**src/rtl/pmlr_pkg.sv**
```systemverilog
// Shared constants and types of the PCM mix and linear resampler.
`timescale 1ns / 1ps

package pmlr_pkg;

	// Sample and rate widths
	localparam int SAMPLE_W = 16;
	localparam int RATE_W   = 17;
	localparam int WHOLE_W  = 8;
	localparam int CFG_IDX_W = 2;

	// Outputs per input interval, and per flush
	localparam int MAX_UPSAMPLE = 12;
	localparam int K_W = $clog2(MAX_UPSAMPLE + 1);

	// Divider geometry: the interpolation dividend 2*|num|+den needs 36 bits,
	// position dividends and all divisors need 18.
	localparam int DIV_W = 36;
	localparam int DVS_W = 18;
	localparam int POS_W = 18;
	localparam int CNT_W = $clog2(DIV_W + 1);
	localparam logic [CNT_W-1:0] ITER_WIDE   = CNT_W'(DIV_W);
	localparam logic [CNT_W-1:0] ITER_NARROW = CNT_W'(POS_W);

	// Register indexes
	localparam logic [CFG_IDX_W-1:0] REG_IN_RATE    = 2'd0;
	localparam logic [CFG_IDX_W-1:0] REG_OUT_RATE   = 2'd1;
	localparam logic [CFG_IDX_W-1:0] REG_IN_STEREO  = 2'd2;
	localparam logic [CFG_IDX_W-1:0] REG_OUT_STEREO = 2'd3;

	// Register reset values
	localparam logic [RATE_W-1:0] IN_RATE_RST  = 17'd44100;
	localparam logic [RATE_W-1:0] OUT_RATE_RST = 17'd16000;
	localparam logic IN_STEREO_RST  = 1'b1;
	localparam logic OUT_STEREO_RST = 1'b0;

	localparam logic [WHOLE_W-1:0] WHOLE_MAX = 8'hFF;

	typedef struct packed {
		logic                start;
		logic [DIV_W-1:0]    dividend;   // left aligned
		logic [DVS_W-1:0]    divisor;
		logic [CNT_W-1:0]    iters;
	} div_req_t;

	typedef struct packed {
		logic                done;
		logic [DIV_W-1:0]    quotient;
		logic [DVS_W-1:0]    remainder;
	} div_rsp_t;

endpackage

```
**src/rtl/pmlr_ifs.sv**
```systemverilog
// Channel interfaces: frame input, result output, configuration writes.
`timescale 1ns / 1ps

interface pmlr_in_if;
	logic                                valid;
	logic                                ready;
	logic signed [pmlr_pkg::SAMPLE_W-1:0] left_sample;
	logic signed [pmlr_pkg::SAMPLE_W-1:0] right_sample;
	logic                                chunk_end;

	modport source (output valid, output left_sample, output right_sample,
		output chunk_end, input ready);
	modport sink (input valid, input left_sample, input right_sample,
		input chunk_end, output ready);
endinterface

interface pmlr_out_if;
	logic                                valid;
	logic                                ready;
	logic signed [pmlr_pkg::SAMPLE_W-1:0] out_left;
	logic signed [pmlr_pkg::SAMPLE_W-1:0] out_right;
	logic                                run_last;

	modport source (output valid, output out_left, output out_right,
		output run_last, input ready);
	modport sink (input valid, input out_left, input out_right,
		input run_last, output ready);
endinterface

interface pmlr_cfg_if;
	logic                               valid;
	logic                               ready;
	logic [pmlr_pkg::CFG_IDX_W-1:0]     index;
	logic [pmlr_pkg::RATE_W-1:0]        data;

	modport source (output valid, output index, output data, input ready);
	modport sink (input valid, input index, input data, output ready);
endinterface

```
**src/rtl/pcm_mix_linear_resampler_unit.sv**
```systemverilog
// Top level of the PCM mix and linear interpolation resampler.
`timescale 1ns / 1ps

// Takes one PCM frame per item, mixes stereo input to mono with (L+R)>>>1,
// and emits the linearly interpolated outputs that fall between the previous
// frame and this one, rounded half away from zero; on the chunk's last frame
// the last sample is repeated for the remaining output positions (at most 12
// each way) and the chunk state clears. The frame port is ready only between
// items. All arithmetic runs through one serial divider and one 16x18
// multiplier under a sequencer, so the cost is set by the divider: each
// interpolated result takes an interpolation divide and a position advance,
// each flush result a position advance, and when an interval exceeds the
// 12-output cap its remaining positions are skipped by a skip divide and a
// position advance. A result waits in a pending register until the next one
// or the end of the item tells whether it is the frame's last, then moves to
// the output register; a full output register stalls the sequencer only when
// a further result must be pushed out.
module pcm_mix_linear_resampler_unit (
	input  logic              clk,
	input  logic              arst_n,
	pmlr_cfg_if.sink          cfg,
	pmlr_in_if.sink           frame,
	pmlr_out_if.source        result
);

	typedef enum logic [3:0] {
		S_IDLE,
		S_CHK,
		S_MUL_A,
		S_MUL_B,
		S_ABS,
		S_DIV_GO,
		S_DIV_WAIT,
		S_EMIT,
		S_FIN
	} state_t;

	typedef enum logic [1:0] {
		OP_INTERP,
		OP_SKIP,
		OP_ADV
	} div_op_t;

	// Configuration registers
	logic [pmlr_pkg::RATE_W-1:0] in_rate_q;
	logic [pmlr_pkg::RATE_W-1:0] out_rate_q;
	logic                        in_stereo_q;
	logic                        out_stereo_q;

	// Chunk state
	logic signed [pmlr_pkg::SAMPLE_W-1:0] prev_q;
	logic                                 have_q;
	logic [pmlr_pkg::WHOLE_W-1:0]         whole_q;
	logic [pmlr_pkg::RATE_W-1:0]          rem_q;

	// Item working registers
	state_t                               state_q;
	div_op_t                              div_op_q;
	logic signed [pmlr_pkg::SAMPLE_W-1:0] cur_q;
	logic                                 last_q;
	logic                                 flush_q;   // in the flush phase that ends each item
	logic [pmlr_pkg::K_W-1:0]             k_q;
	logic signed [34:0]                   acc_q;
	logic                                 neg_q;
	logic [pmlr_pkg::DIV_W-1:0]           dvd_q;
	logic signed [pmlr_pkg::SAMPLE_W-1:0] val_q;

	// Pending and output results
	logic                                 pend_v_q;
	logic signed [pmlr_pkg::SAMPLE_W-1:0] pend_val_q;
	logic                                 out_valid_q;
	logic signed [pmlr_pkg::SAMPLE_W-1:0] out_left_q;
	logic signed [pmlr_pkg::SAMPLE_W-1:0] out_right_q;
	logic                                 out_last_q;

	pmlr_pkg::div_req_t div_req;
	pmlr_pkg::div_rsp_t div_rsp;

	// A zero rate behaves as one
	logic [pmlr_pkg::RATE_W-1:0] ir;
	logic [pmlr_pkg::RATE_W-1:0] den;
	assign ir  = (in_rate_q  == '0) ? pmlr_pkg::RATE_W'(1) : in_rate_q;
	assign den = (out_rate_q == '0) ? pmlr_pkg::RATE_W'(1) : out_rate_q;

	// Mono mix, floor of the average
	logic signed [pmlr_pkg::SAMPLE_W:0] mix_sum;
	logic signed [pmlr_pkg::SAMPLE_W-1:0] mono;
	assign mix_sum = {frame.left_sample[pmlr_pkg::SAMPLE_W-1], frame.left_sample}
		+ {frame.right_sample[pmlr_pkg::SAMPLE_W-1], frame.right_sample};
	assign mono = in_stereo_q ? mix_sum[pmlr_pkg::SAMPLE_W:1] : frame.left_sample;

	// Shared multiplier: prev*(den-rem), then cur*rem
	logic signed [pmlr_pkg::RATE_W:0]     den_minus_rem;
	logic signed [pmlr_pkg::SAMPLE_W-1:0] mul_x;
	logic signed [pmlr_pkg::RATE_W:0]     mul_y;
	logic signed [33:0]                   prod;
	assign den_minus_rem = $signed({1'b0, den}) - $signed({1'b0, rem_q});
	assign mul_x = (state_q == S_MUL_A) ? prev_q : cur_q;
	assign mul_y = (state_q == S_MUL_A) ? den_minus_rem : $signed({1'b0, rem_q});
	assign prod  = mul_x * mul_y;

	// Dividend of the rounded division: 2*|num| + den
	logic [34:0]               mag;
	logic [pmlr_pkg::DIV_W-1:0] interp_dvd;
	assign mag = acc_q[34] ? 35'(-acc_q) : 35'(acc_q);
	assign interp_dvd = {1'b0, mag[33:0], 1'b0} + pmlr_pkg::DIV_W'(den);

	// Position arithmetic
	localparam int PAD_W = pmlr_pkg::DIV_W - pmlr_pkg::POS_W;
	logic [pmlr_pkg::POS_W-1:0] step_t;    // rem + in_rate
	logic [pmlr_pkg::POS_W-1:0] gap_t;     // den - rem + in_rate - 1
	logic [pmlr_pkg::POS_W-1:0] skip_t;    // den + in_rate - 1 - (gap_t mod in_rate)
	assign step_t = {1'b0, rem_q} + {1'b0, ir};
	assign gap_t  = {1'b0, den} - {1'b0, rem_q} + {1'b0, ir} - pmlr_pkg::POS_W'(1);
	assign skip_t = {1'b0, den} + {1'b0, ir} - pmlr_pkg::POS_W'(1)
		- {1'b0, div_rsp.remainder[pmlr_pkg::RATE_W-1:0]};

	// Whole offset plus quotient, saturating
	logic [pmlr_pkg::WHOLE_W:0]   whole_sum;
	logic [pmlr_pkg::WHOLE_W-1:0] whole_next;
	assign whole_sum  = {1'b0, whole_q} + {1'b0, div_rsp.quotient[pmlr_pkg::WHOLE_W-1:0]};
	assign whole_next = ((|div_rsp.quotient[pmlr_pkg::POS_W-1:pmlr_pkg::WHOLE_W])
		|| whole_sum[pmlr_pkg::WHOLE_W]) ? pmlr_pkg::WHOLE_MAX
		: whole_sum[pmlr_pkg::WHOLE_W-1:0];

	// Interpolated value with sign restored
	logic [pmlr_pkg::SAMPLE_W-1:0] qlow;
	assign qlow = div_rsp.quotient[pmlr_pkg::SAMPLE_W-1:0];

	logic out_free;
	assign out_free = !out_valid_q || result.ready;

	// The pending result moves to the output register this cycle
	logic out_load;
	assign out_load = pend_v_q && out_free && (state_q == S_EMIT || state_q == S_FIN);

	always_comb begin
		div_req.start    = (state_q == S_DIV_GO);
		div_req.dividend = dvd_q;
		unique case (div_op_q)
			OP_INTERP: begin
				div_req.divisor = {den, 1'b0};
				div_req.iters   = pmlr_pkg::ITER_WIDE;
			end
			OP_SKIP: begin
				div_req.divisor = {1'b0, ir};
				div_req.iters   = pmlr_pkg::ITER_NARROW;
			end
			default: begin
				div_req.divisor = {1'b0, den};
				div_req.iters   = pmlr_pkg::ITER_NARROW;
			end
		endcase
	end

	pmlr_div u_div (
		.clk    (clk),
		.arst_n (arst_n),
		.req    (div_req),
		.rsp    (div_rsp)
	);

	// Configuration writes are always taken
	assign cfg.ready = 1'b1;

	always_ff @(posedge clk or negedge arst_n) begin
		if (!arst_n) begin
			in_rate_q    <= pmlr_pkg::IN_RATE_RST;
			out_rate_q   <= pmlr_pkg::OUT_RATE_RST;
			in_stereo_q  <= pmlr_pkg::IN_STEREO_RST;
			out_stereo_q <= pmlr_pkg::OUT_STEREO_RST;
		end else if (cfg.valid) begin
			unique case (cfg.index)
				pmlr_pkg::REG_IN_RATE:    in_rate_q    <= cfg.data;
				pmlr_pkg::REG_OUT_RATE:   out_rate_q   <= cfg.data;
				pmlr_pkg::REG_IN_STEREO:  in_stereo_q  <= cfg.data[0];
				pmlr_pkg::REG_OUT_STEREO: out_stereo_q <= cfg.data[0];
			endcase
		end
	end

	// Sequencer
	always_ff @(posedge clk or negedge arst_n) begin
		if (!arst_n) begin
			state_q     <= S_IDLE;
			div_op_q    <= OP_ADV;
			prev_q      <= '0;
			have_q      <= 1'b0;
			whole_q     <= '0;
			rem_q       <= '0;
			cur_q       <= '0;
			last_q      <= 1'b0;
			flush_q     <= 1'b0;
			k_q         <= '0;
			acc_q       <= '0;
			neg_q       <= 1'b0;
			dvd_q       <= '0;
			val_q       <= '0;
			pend_v_q    <= 1'b0;
			pend_val_q  <= '0;
			out_valid_q <= 1'b0;
			out_left_q  <= '0;
			out_right_q <= '0;
			out_last_q  <= 1'b0;
		end else begin
			if (out_load) begin
				out_valid_q <= 1'b1;
			end else if (out_valid_q && result.ready) begin
				out_valid_q <= 1'b0;
			end
			unique case (state_q)
				S_IDLE: begin
					if (frame.valid) begin
						cur_q   <= mono;
						last_q  <= frame.chunk_end;
						flush_q <= 1'b0;
						k_q     <= '0;
						state_q <= S_CHK;
					end
				end
				S_CHK: begin
					if (!flush_q) begin
						if (have_q && whole_q == '0
							&& k_q < pmlr_pkg::K_W'(pmlr_pkg::MAX_UPSAMPLE)) begin
							state_q <= S_MUL_A;
						end else if (have_q && whole_q == '0) begin
							// cap reached: jump past the rest of this interval
							dvd_q    <= {gap_t, {PAD_W{1'b0}}};
							div_op_q <= OP_SKIP;
							state_q  <= S_DIV_GO;
						end else begin
							if (have_q) begin
								whole_q <= whole_q - 1'b1;
							end
							prev_q  <= cur_q;
							have_q  <= 1'b1;
							flush_q <= 1'b1;
							k_q     <= '0;
						end
					end else if (last_q && whole_q == '0
						&& k_q < pmlr_pkg::K_W'(pmlr_pkg::MAX_UPSAMPLE)) begin
						val_q   <= prev_q;
						state_q <= S_EMIT;
					end else begin
						if (last_q) begin
							prev_q  <= '0;
							have_q  <= 1'b0;
							whole_q <= '0;
							rem_q   <= '0;
						end
						state_q <= S_FIN;
					end
				end
				S_MUL_A: begin
					acc_q   <= {prod[33], prod};
					state_q <= S_MUL_B;
				end
				S_MUL_B: begin
					acc_q   <= acc_q + {prod[33], prod};
					state_q <= S_ABS;
				end
				S_ABS: begin
					neg_q    <= acc_q[34];
					dvd_q    <= interp_dvd;
					div_op_q <= OP_INTERP;
					state_q  <= S_DIV_GO;
				end
				S_DIV_GO: begin
					state_q <= S_DIV_WAIT;
				end
				S_DIV_WAIT: begin
					if (div_rsp.done) begin
						unique case (div_op_q)
							OP_INTERP: begin
								val_q   <= neg_q ? $signed(-qlow) : $signed(qlow);
								state_q <= S_EMIT;
							end
							OP_SKIP: begin
								dvd_q    <= {skip_t, {PAD_W{1'b0}}};
								div_op_q <= OP_ADV;
								state_q  <= S_DIV_GO;
							end
							default: begin
								whole_q <= whole_next;
								rem_q   <= div_rsp.remainder[pmlr_pkg::RATE_W-1:0];
								state_q <= S_CHK;
							end
						endcase
					end
				end
				S_EMIT: begin
					// a new result proves the pending one was not the frame's last
					if (!pend_v_q || out_free) begin
						if (pend_v_q) begin
							out_left_q  <= pend_val_q;
							out_right_q <= out_stereo_q ? pend_val_q : '0;
							out_last_q  <= 1'b0;
						end
						pend_v_q   <= 1'b1;
						pend_val_q <= val_q;
						k_q        <= k_q + 1'b1;
						dvd_q      <= {step_t, {PAD_W{1'b0}}};
						div_op_q   <= OP_ADV;
						state_q    <= S_DIV_GO;
					end
				end
				S_FIN: begin
					if (!pend_v_q) begin
						state_q <= S_IDLE;
					end else if (out_free) begin
						out_left_q  <= pend_val_q;
						out_right_q <= out_stereo_q ? pend_val_q : '0;
						out_last_q  <= 1'b1;
						pend_v_q    <= 1'b0;
						state_q     <= S_IDLE;
					end
				end
			endcase
		end
	end

	assign frame.ready     = (state_q == S_IDLE);
	assign result.valid    = out_valid_q;
	assign result.out_left = out_left_q;
	assign result.out_right = out_right_q;
	assign result.run_last = out_last_q;

endmodule

```
**src/rtl/pmlr_div.sv**
```systemverilog
// Restoring serial divider, one quotient bit per cycle.
`timescale 1ns / 1ps

module pmlr_div (
	input  logic                 clk,
	input  logic                 arst_n,
	input  pmlr_pkg::div_req_t   req,
	output pmlr_pkg::div_rsp_t   rsp
);

	logic                         busy_q;
	logic                         done_q;
	logic [pmlr_pkg::CNT_W-1:0]   cnt_q;
	logic [pmlr_pkg::DIV_W-1:0]   dvd_q;
	logic [pmlr_pkg::DIV_W-1:0]   quo_q;
	logic [pmlr_pkg::DVS_W-1:0]   rem_q;
	logic [pmlr_pkg::DVS_W-1:0]   dvs_q;

	logic [pmlr_pkg::DVS_W:0]     trial;
	logic [pmlr_pkg::DVS_W:0]     diff;
	logic                         fits;

	assign trial = {rem_q, dvd_q[pmlr_pkg::DIV_W-1]};
	assign diff  = trial - {1'b0, dvs_q};
	assign fits  = trial >= {1'b0, dvs_q};

	always_ff @(posedge clk or negedge arst_n) begin
		if (!arst_n) begin
			busy_q <= 1'b0;
			done_q <= 1'b0;
			cnt_q  <= '0;
			dvd_q  <= '0;
			quo_q  <= '0;
			rem_q  <= '0;
			dvs_q  <= '0;
		end else begin
			// pulse on the last quotient bit
			done_q <= !req.start && busy_q && (cnt_q == pmlr_pkg::CNT_W'(1));
			if (req.start) begin
				busy_q <= 1'b1;
				cnt_q  <= req.iters;
				dvd_q  <= req.dividend;
				dvs_q  <= req.divisor;
				quo_q  <= '0;
				rem_q  <= '0;
			end else if (busy_q) begin
				dvd_q <= {dvd_q[pmlr_pkg::DIV_W-2:0], 1'b0};
				quo_q <= {quo_q[pmlr_pkg::DIV_W-2:0], fits};
				rem_q <= fits ? diff[pmlr_pkg::DVS_W-1:0] : trial[pmlr_pkg::DVS_W-1:0];
				cnt_q <= cnt_q - 1'b1;
				if (cnt_q == pmlr_pkg::CNT_W'(1)) begin
					busy_q <= 1'b0;
				end
			end
		end
	end

	assign rsp.done      = done_q;
	assign rsp.quotient  = quo_q;
	assign rsp.remainder = rem_q;

endmodule
```
**src/flat_wrapper.sv**
```systemverilog
// flat-port wrapper written by rule: the top's interface ports become plain ports
module pcm_mix_linear_resampler_unit_flat 
  (clk, arst_n, cfg_valid, cfg_index, cfg_data, cfg_ready, frame_valid, frame_left_sample, frame_right_sample, frame_chunk_end, frame_ready, result_valid, result_out_left, result_out_right, result_run_last, result_ready);
  pmlr_cfg_if cfg_i ();
  pmlr_in_if frame_i ();
  pmlr_out_if result_i ();
  input  logic clk;
  input  logic arst_n;
  input wire logic [$bits(cfg_i.valid)-1:0] cfg_valid;
  input wire logic [$bits(cfg_i.index)-1:0] cfg_index;
  input wire logic [$bits(cfg_i.data)-1:0] cfg_data;
  output wire logic [$bits(cfg_i.ready)-1:0] cfg_ready;
  input wire logic [$bits(frame_i.valid)-1:0] frame_valid;
  input wire logic [$bits(frame_i.left_sample)-1:0] frame_left_sample;
  input wire logic [$bits(frame_i.right_sample)-1:0] frame_right_sample;
  input wire logic [$bits(frame_i.chunk_end)-1:0] frame_chunk_end;
  output wire logic [$bits(frame_i.ready)-1:0] frame_ready;
  output wire logic [$bits(result_i.valid)-1:0] result_valid;
  output wire logic [$bits(result_i.out_left)-1:0] result_out_left;
  output wire logic [$bits(result_i.out_right)-1:0] result_out_right;
  output wire logic [$bits(result_i.run_last)-1:0] result_run_last;
  input wire logic [$bits(result_i.ready)-1:0] result_ready;
  assign cfg_i.valid = cfg_valid;
  assign cfg_i.index = cfg_index;
  assign cfg_i.data = cfg_data;
  assign cfg_ready = cfg_i.ready;
  assign frame_i.valid = frame_valid;
  assign frame_i.left_sample = frame_left_sample;
  assign frame_i.right_sample = frame_right_sample;
  assign frame_i.chunk_end = frame_chunk_end;
  assign frame_ready = frame_i.ready;
  assign result_valid = result_i.valid;
  assign result_out_left = result_i.out_left;
  assign result_out_right = result_i.out_right;
  assign result_run_last = result_i.run_last;
  assign result_i.ready = result_ready;
  pcm_mix_linear_resampler_unit u_core (.clk(clk), .arst_n(arst_n), .cfg(cfg_i), .frame(frame_i), .result(result_i));
endmodule
```
**config.mk**
```make
export PLATFORM = sky130hd
export DESIGN_NAME = pcm_mix_linear_resampler_unit_flat
export DESIGN_NICKNAME = d
export VERILOG_FILES = /design/src/rtl/pmlr_pkg.sv /design/src/rtl/pmlr_ifs.sv /design/src/rtl/pcm_mix_linear_resampler_unit.sv /design/src/rtl/pmlr_div.sv /design/src/flat_wrapper.sv
export SDC_FILE = /design/constraint.sdc
export NUM_CORES = 2
export LEC_CHECK = 0
export ABC_CLOCK_PERIOD_IN_PS = 26600
export BUFFER_PORTS_ARGS = -buffer_cell sky130_fd_sc_hd__buf_4
export CORE_UTILIZATION = 55
export DETAILED_ROUTE_END_ITERATION = 16
export GPL_ROUTABILITY_DRIVEN = 0
export PLACE_DENSITY_LB_ADDON = 0.1
export RECOVER_POWER = 50
export SYNTH_ARGS = -nofsm -noshare
export SYNTH_HDL_FRONTEND = slang
export SYNTH_SLANG_ARGS = --single-unit
```
**constraint.sdc**
```tcl
create_clock -name clk -period 26.6 [get_ports clk]
set_input_delay 5.32 -clock clk [delete_from_list [all_inputs] [get_ports clk]]
set_output_delay 5.32 -clock clk [all_outputs]
set_load 0.005 [all_outputs]
```
Word-level counts from Yosys, hierarchy flattened:

Cells that the tools add are included.
Widths: inputs -> output; s select.

* memories: 0
* bits in latches: 0
* memory bits (read-only): 0
* register bits after elaboration: 343
* bits in writable memories: 0
* word-level logic and storage cells: 251
* bits of input ports: 57
* output and inout bits: 36

* divide/modulo/power cells: 0
* muxes and demuxes: 110
* shifts and indexed selects: 0
* bitwise operators: 0
* add/subtract/negate cells: 18
* multiply operators: 1
* reduce and logical (&&, ||, !) cells: 48
* equal/unequal tests: 41
* $lt $le $gt $ge: 2

Operator list (count)
* $mux 16: 21
* $mux 36: 8
* $pmux 36 s4: 1
* $mux 17: 7
* $mux 18: 6
* $pmux 16 s2: 3
* $mux 8: 9
* $pmux 35 s2: 1
* $mux 4: 14
* $pmux 24 s2: 1
* $add 17x17->18: 2
* $add 35x17->36: 1
* $pmux 4 s9: 1
* $sub 17x17->18: 2
* $sub 18x1->18 const B: 2
* $add 35x35->35: 1
* $logic_not 17->1: 2
* $mul 16x18->34: 1
* $mux 34: 1
* $neg 34->34: 1
* $pmux 17 s2: 1
* $ne 2x1->1 const B: 12
* $mux 1: 21
* $reduce_and 5->1: 4
* 45 further kinds: 97

Depth between registers and ports, before layout:

* depth after elaboration: 9
* gate-level depth with buffers: 51

Cells and area by module:

Synthesis repeated with hierarchy kept, for this count alone.

* cells, all modules: 4279
* area, all modules: 37161.9 um^2

By module, submodules not included
* pcm_mix_linear_resampler_unit: seq. area each 6148.4 um^2, times used 1, cells an instance 3637, area an instance 30943.4 um^2
* pmlr_div: seq. area each 2902.8 um^2, times used 1, cells an instance 642, area an instance 6218.5 um^2

Least setup slack after synthesis:

Ideal clock, no wire load.

* kind: register to register
* from: register u_core.out_rate_q[7] (netlist bit)
* to: register u_core.acc_q[33]
* required time: 26468 ps
* path buffers: 1
* slack: 15855 ps
* cell stages (with the launch flop): 49
* data arrival time: 10612 ps
* path through: dfstp_2 > nor4_1 > a41o_1 > inv_1 > ha_1 > inv_1 > fa_1 > a21o_1 > a21oi_1 > o21ai_0 > a21oi_1 > o21ai_0 > a21o_1 > a21oi_1 > xnor2_1 > a21o_1 > clkbuf_1 > nand2_1 > [... 13 more ...] > nor3_1 > a21oi_1 > o21bai_1 > a21o_1 > a211oi_1 > nor2_1 > ha_1 > and3_1 > a31o_2 > or4_1 > a311o_1 > o22ai_1 > o31ai_1 > o41ai_1 > o21ai_1 > xor2_1 > mux2i_1 > o21ai_1

* word-level cells in the longest chain between the ends: 7

Ends and longest elaborated chain
* from (decl): line pcm_mix_linear_resampler_unit.sv:46 `logic [pmlr_pkg::RATE_W-1:0] out_rate_q;`
* from (signal assigned): line pcm_mix_linear_resampler_unit.sv:169 `out_rate_q <= pmlr_pkg::OUT_RATE_RST;`
* from (signal assigned): line pcm_mix_linear_resampler_unit.sv:175 `pmlr_pkg::REG_OUT_RATE: out_rate_q <= cfg.data;`
* $logic_not 17->1: line pcm_mix_linear_resampler_unit.sv:83 `assign den = (out_rate_q == '0) ? pmlr_pkg::RATE_W'(1) : out_rate_q;`
* $mux 17 (*): line pcm_mix_linear_resampler_unit.sv:83
* $sub 17x17->18 (*): line pcm_mix_linear_resampler_unit.sv:97 `assign den_minus_rem = $signed({1'b0, den}) - $signed({1'b0, rem_q});`
* $mux 18 (*): line pcm_mix_linear_resampler_unit.sv:99 `assign mul_y = (state_q == S_MUL_A) ? den_minus_rem : $signed({1'b0, rem_q});`
* $mul 16x18->34 (*): line pcm_mix_linear_resampler_unit.sv:100 `assign prod = mul_x * mul_y;`
* $add 35x35->35: line pcm_mix_linear_resampler_unit.sv:259 `acc_q <= acc_q + {prod[33], prod};`
* $pmux 35 s2 (*): line pcm_mix_linear_resampler_unit.sv:211 `unique case (state_q)`
* to (signal assigned): line pcm_mix_linear_resampler_unit.sv:255 `acc_q <= {prod[33], prod};`
* to (signal assigned): line pcm_mix_linear_resampler_unit.sv:259
* to (decl): line pcm_mix_linear_resampler_unit.sv:63 `logic signed [34:0] acc_q;`

Every way passes the cells marked *; elsewhere a longest branch is shown, timed or not.
A chain may end at the register's enable or synchronous reset.

Worst setup path after layout:

* from: register u_core.state_q[3]
* to: register u_core.acc_q[33]

* word-level cells in the longest chain between the ends: 5
* elaborated cells between the ends (all ways): 8

Ends and longest elaborated chain
* from (decl): line pcm_mix_linear_resampler_unit.sv:57 `state_t state_q;`
* from (signal assigned): line pcm_mix_linear_resampler_unit.sv:185 `state_q <= S_IDLE;`
* from (signal assigned): line pcm_mix_linear_resampler_unit.sv:218 `state_q <= S_CHK;`
* from (signal assigned): line pcm_mix_linear_resampler_unit.sv:225 `state_q <= S_MUL_A;`
* $eq 4x2->1: line pcm_mix_linear_resampler_unit.sv:98, pcm_mix_linear_resampler_unit.sv:99, pcm_mix_linear_resampler_unit.sv:211
* $mux 16 / $mux 18 (equally long branches): line pcm_mix_linear_resampler_unit.sv:98, pcm_mix_linear_resampler_unit.sv:99
* $mul 16x18->34: line pcm_mix_linear_resampler_unit.sv:100
* $add 35x35->35: line pcm_mix_linear_resampler_unit.sv:259
* $pmux 35 s2: line pcm_mix_linear_resampler_unit.sv:211

Parallel ways exist; a longest one is shown, timed or not.

==> impl_metrics.tcl <==
set metrics [dict create \
    critPathCaptureType "flip-flop" \
    detailedRoute.firstIterationViolations 2362 \
    period_minus_slack_ns 15.59 \
    ant_nets 0 \
    r2r_setup_slack_ns 11.01 \
    cts.sink_count 343 \
    element_type_at_the_critical_path_start "flip-flop" \
    tritoncts.num_buffers 40 \
    leakage_nw 18.9 \
    mappedNetlistNets 4821 \
    synth.cell_area_sq_um 35900 \
    cts_setup_buffers 0 \
    finalNonFillerCells 5045 \
    slew_headroom_pct -219 \
    grt_start_max_net_pins 115 \
    floorplan.die.width_um 257 \
    drt-vias-per-instance 5.86 \
    clockBufferDepth 3 \
    grt_setup_unrepaired "no" \
    r2r_end "u_core.acc_q[33]" \
    max_slew_violations 690 \
    clk_pin_slew_ns 0.07 \
    switching_share_pct 50.1 \
    failed_checks "max-capacitance violations, max-slew violations" \
    ctsHoldBuffers 0 \
    routedWlPerCell_um 20.3 \
    globalRouteOverflowTotal 0 \
    port_buffers 91 \
    synth.yosys.warnings 0 \
    first_pass_grt_wire_length_um 164000 \
    report.final.setup_viol 0 \
    htreeDepth 2 \
    path_common_cell "sky130_fd_sc_hd__fa_1" \
    nets 4801 \
    vdd_ir_drop_max_v 0.000168 \
    first_global_vias 28700 \
    synth.yosys.seq_area_share_pct 24.0 \
    power.total_w 0.00447 \
    fin_crit_sh_pct 58.6 \
    timing.clock.skew_ns 0.0300 \
    holdCritPathClass "reg -> reg" \
    critical_path_required_ns 26.99 \
    async_reset_ff_share_pct 100 \
    clk-insertion-delay-late_ns 0.58 \
    hp-start "u_core.val_q[2]" \
    layout-drive-gt1-share_pct 6.85 \
    route.vias.total 29500 \
    p_sw_w 0.00224 \
    synth-edff-count 0 \
    routed_wirelength_um 102000 \
    tightestPinTransition_ns 4.78 \
    floorplan.initialDensity_pct 55.7 \
    core.rowCount 93 \
    detailedPlacementHpwl_um 80200 \
    num_antenna_cells 0 \
    arrival_worst_endpoint_ns 15.98 \
    max-cap-violations 14 \
    fin_setup_tns_ns 0 \
    post-route-util_pct 59.8 \
    post_cts_resized 0 \
    outcome "finished with violations" \
    critPathKind "reg -> reg" \
    synthCells 4178 \
    hold_end "u_core.val_q[2]" \
    ys_types 87 \
    fp.dieArea_sq_um 66300 \
    fmax_ghz 0.0641 \
    ctsRootBufferMaster "sky130_fd_sc_hd__clkbuf_16" \
    slowest_stage "sky130_fd_sc_hd__clkbuf_1" \
    place.detailed.instances 4971 \
    coreArea_sq_um 64500 \
    num_io_pins 93 \
    share_seq_of_total_power_pct 21.3 \
    hold_depth 2 \
    antenna_violations_before_repair 0 \
    hold_viol_final 0 \
    cts_tree "built" \
    synth_flop_cell "sky130_fd_sc_hd__dfrtp_1" \
    dr.pass1.iters 6 \
    slowest_delay_ns 2.14 \
    drc_errors 0 \
    powerDensity_nw_per_um2 116 \
    dieHeight_um 257 \
    power_report.internal_total_w 0.00223 \
    grt_usage_pct 31.5 \
    synth_area_per_cell_sq_um 8.59 \
    reg2regPathDepth 38 \
    worstReg2RegStart "u_core.state_q[3]" \
    ys_ff_latch 343 \
    power.clock.fraction_pct 13.0 \
    critPathMaxFanout 60 \
    syn2layout_area_growth_pct 7.36 \
    power.combinational.fraction_pct 65.7 \
]
[synth_stat cells (all sizes together), types with 15 or more instances]
master / number / area share (%)
fa: 326 / 18
nor2: 398 / 4.2
a21oi: 254 / 3.6
o21bai: 15 / 0.31
o22ai: 19 / 0.35
o21ai: 298 / 4.2
a31oi: 25 / 0.44
mux2i: 116 / 3.2
o31ai: 21 / 0.45
mux2: 53 / 1.7
or3: 25 / 0.46
and3: 15 / 0.26
dfrtp: 329 / 23
a22o: 19 / 0.46
a211oi: 26 / 0.54
nor4: 25 / 0.45
nand2: 456 / 4.8
o21a: 29 / 0.61
nor3: 60 / 0.86
a22oi: 26 / 0.54
nand3: 56 / 0.79
nand2b: 37 / 0.64
xor2: 83 / 2.0
inv: 551 / 5.8
a21o: 82 / 1.7
nand4: 17 / 0.30
clkbuf: 171 / 1.8
xnor2: 152 / 3.7
buf: 24 / 0.30
ha: 260 / 9.1
nor2b: 32 / 0.56
[flip-flops by register name, summed over array words and instances (netlist names), 17 cells and up]
register and count:
u_core.u_div.quo_q 18, u_core.acc_q 35, u_core.rem_q 17, u_core.u_div.dvs_q 18
u_core.u_div.rem_q 18, u_core.dvd_q 36, u_core.u_div.dvd_q 36, u_core.out_rate_q 17
u_core.in_rate_q 17
[how the worst max path moves through the flow]
stage,from,to,slack [ns],depth (start not counted)
2_1_floorplan,u_core.out_rate_q[7],u_core.acc_q[33],15.86,48
3_3_place_gp,u_core.out_rate_q[12],u_core.acc_q[33],14.57,43
3_5_place_dp,u_core.out_rate_q[7],u_core.acc_q[33],14.32,43
4_1_cts,u_core.out_rate_q[7],u_core.acc_q[33],14.25,43
5_1_grt,u_core.state_q[2],u_core.acc_q[33],10.01,38
6_report,u_core.state_q[3],u_core.acc_q[33],11.01,38
[final cells by class]
cell class              count  area, sq um
multi-input cells        3089        24500
inverters                 551         2070
fillers                  5837        25900
repair buffers            133          931
flip-flops and latches    343         8600
clock buffers              62         1220
clock inverters            12          149
well taps                 855         1070
[routing by layer]
| layer | wire (um) | up-vias | track usage [%] |
|---|---|---|---|
| met5 | 0 | - | 0 |
| met4 | 3380 | 0 | 9.66 |
| met3 | 8210 | 182 | 6.07 |
| met2 | 45700 | 1044 | 48.1 |
| met1 | 45200 | 14400 | 45.2 |
| li1 | - | 13900 | - |
[stage by stage]
step                hold WS, ns  worst slack, ns  area [sq um]
finish                    0.477            11.01         38500
floorplan                 0.439            15.86         35900
global placement          0.460            14.57         37300
detailed placement        0.463            14.32         37300
CTS                       0.484            14.25         38700
global route              0.495            10.01         38500
[logic make-up (layout without fill, tap and decap cells)]
kind of cell | count (synthesis) | in the layout | synth area share, %
and+or+nand+nor | 1172 | 1172 | 14.3
AOI/OAI and AO/OA | 926 | 926 | 16.0
buffers and inverters | 746 | 758 | 7.85
adders and majority gates | 586 | 586 | 27.2
DFF | 343 | 343 | 24.0
xor gates and xnor gates | 235 | 235 | 5.73
muxes | 169 | 169 | 4.90
other | 1 | 1 | 0.0104
[cells in the final DEF, fill, tap and decap left out, types with 13 or more instances in the layout]
master | Yosys | layout
sky130_fd_sc_hd__a31oi_1 | 25 | 25
sky130_fd_sc_hd__a22oi_1 | 26 | 26
sky130_fd_sc_hd__clkbuf_1 | 171 | 27
sky130_fd_sc_hd__o21ai_0 | 287 | 287
sky130_fd_sc_hd__mux2_2 | 53 | 53
sky130_fd_sc_hd__buf_4 | 1 | 105
sky130_fd_sc_hd__nor3_1 | 58 | 57
sky130_fd_sc_hd__a211oi_1 | 26 | 26
sky130_fd_sc_hd__a21o_1 | 82 | 82
sky130_fd_sc_hd__dfstp_2 | 14 | 14
sky130_fd_sc_hd__fa_1 | 326 | 326
sky130_fd_sc_hd__nand2b_1 | 37 | 37
sky130_fd_sc_hd__ha_1 | 260 | 260
sky130_fd_sc_hd__nor4_1 | 24 | 24
sky130_fd_sc_hd__o21bai_1 | 15 | 15
sky130_fd_sc_hd__xnor2_1 | 152 | 152
sky130_fd_sc_hd__inv_1 | 551 | 551
sky130_fd_sc_hd__o211ai_1 | 13 | 13
sky130_fd_sc_hd__nand4_1 | 17 | 17
sky130_fd_sc_hd__and3_1 | 15 | 15
sky130_fd_sc_hd__o41ai_1 | 13 | 13
sky130_fd_sc_hd__xor2_1 | 83 | 83
sky130_fd_sc_hd__a22o_1 | 19 | 19
sky130_fd_sc_hd__nor2_1 | 398 | 397
sky130_fd_sc_hd__nor2b_1 | 32 | 32
sky130_fd_sc_hd__dfrtp_1 | 329 | 328
sky130_fd_sc_hd__o31ai_1 | 20 | 20
sky130_fd_sc_hd__mux2i_1 | 116 | 114
sky130_fd_sc_hd__or3_1 | 23 | 23
sky130_fd_sc_hd__o21a_1 | 29 | 29
sky130_fd_sc_hd__a21boi_0 | 13 | 14
sky130_fd_sc_hd__clkbuf_16 | 0 | 41
sky130_fd_sc_hd__a21oi_1 | 253 | 253
sky130_fd_sc_hd__o22ai_1 | 18 | 18
sky130_fd_sc_hd__nand2_1 | 456 | 456
sky130_fd_sc_hd__nand3_1 | 55 | 55
[power by group through the flow]
stage | sequential, W | clock, W | combinational (W)
after floorplan | 0.000825 | 0 | 0.00223
after global placement | 0.000946 | 0 | 0.00288
after detailed placement | 0.000951 | 0 | 0.00290
after CTS | 0.000943 | 0.000588 | 0.00292
after global routing | 0.000976 | 0.000608 | 0.00327
final | 0.000951 | 0.000579 | 0.00294
[critical path: cells and delay by family (launching register included)]
| family | cells | cell delay (ns) |
|---|---|---|
| XOR/XNOR | 1 | 0.16 |
| AND/OR/NAND/NOR | 10 | 4.38 |
| buffers and inverters | 5 | 3.01 |
| adder cells (fa/ha/maj) | 8 | 3.50 |
| flip-flops | 1 | 0.48 |
| multiplexers | 1 | 0.14 |
| AO/OA/AOI/OAI | 13 | 3.69 |
Note: power is estimated with default switching activity, not from simulation.
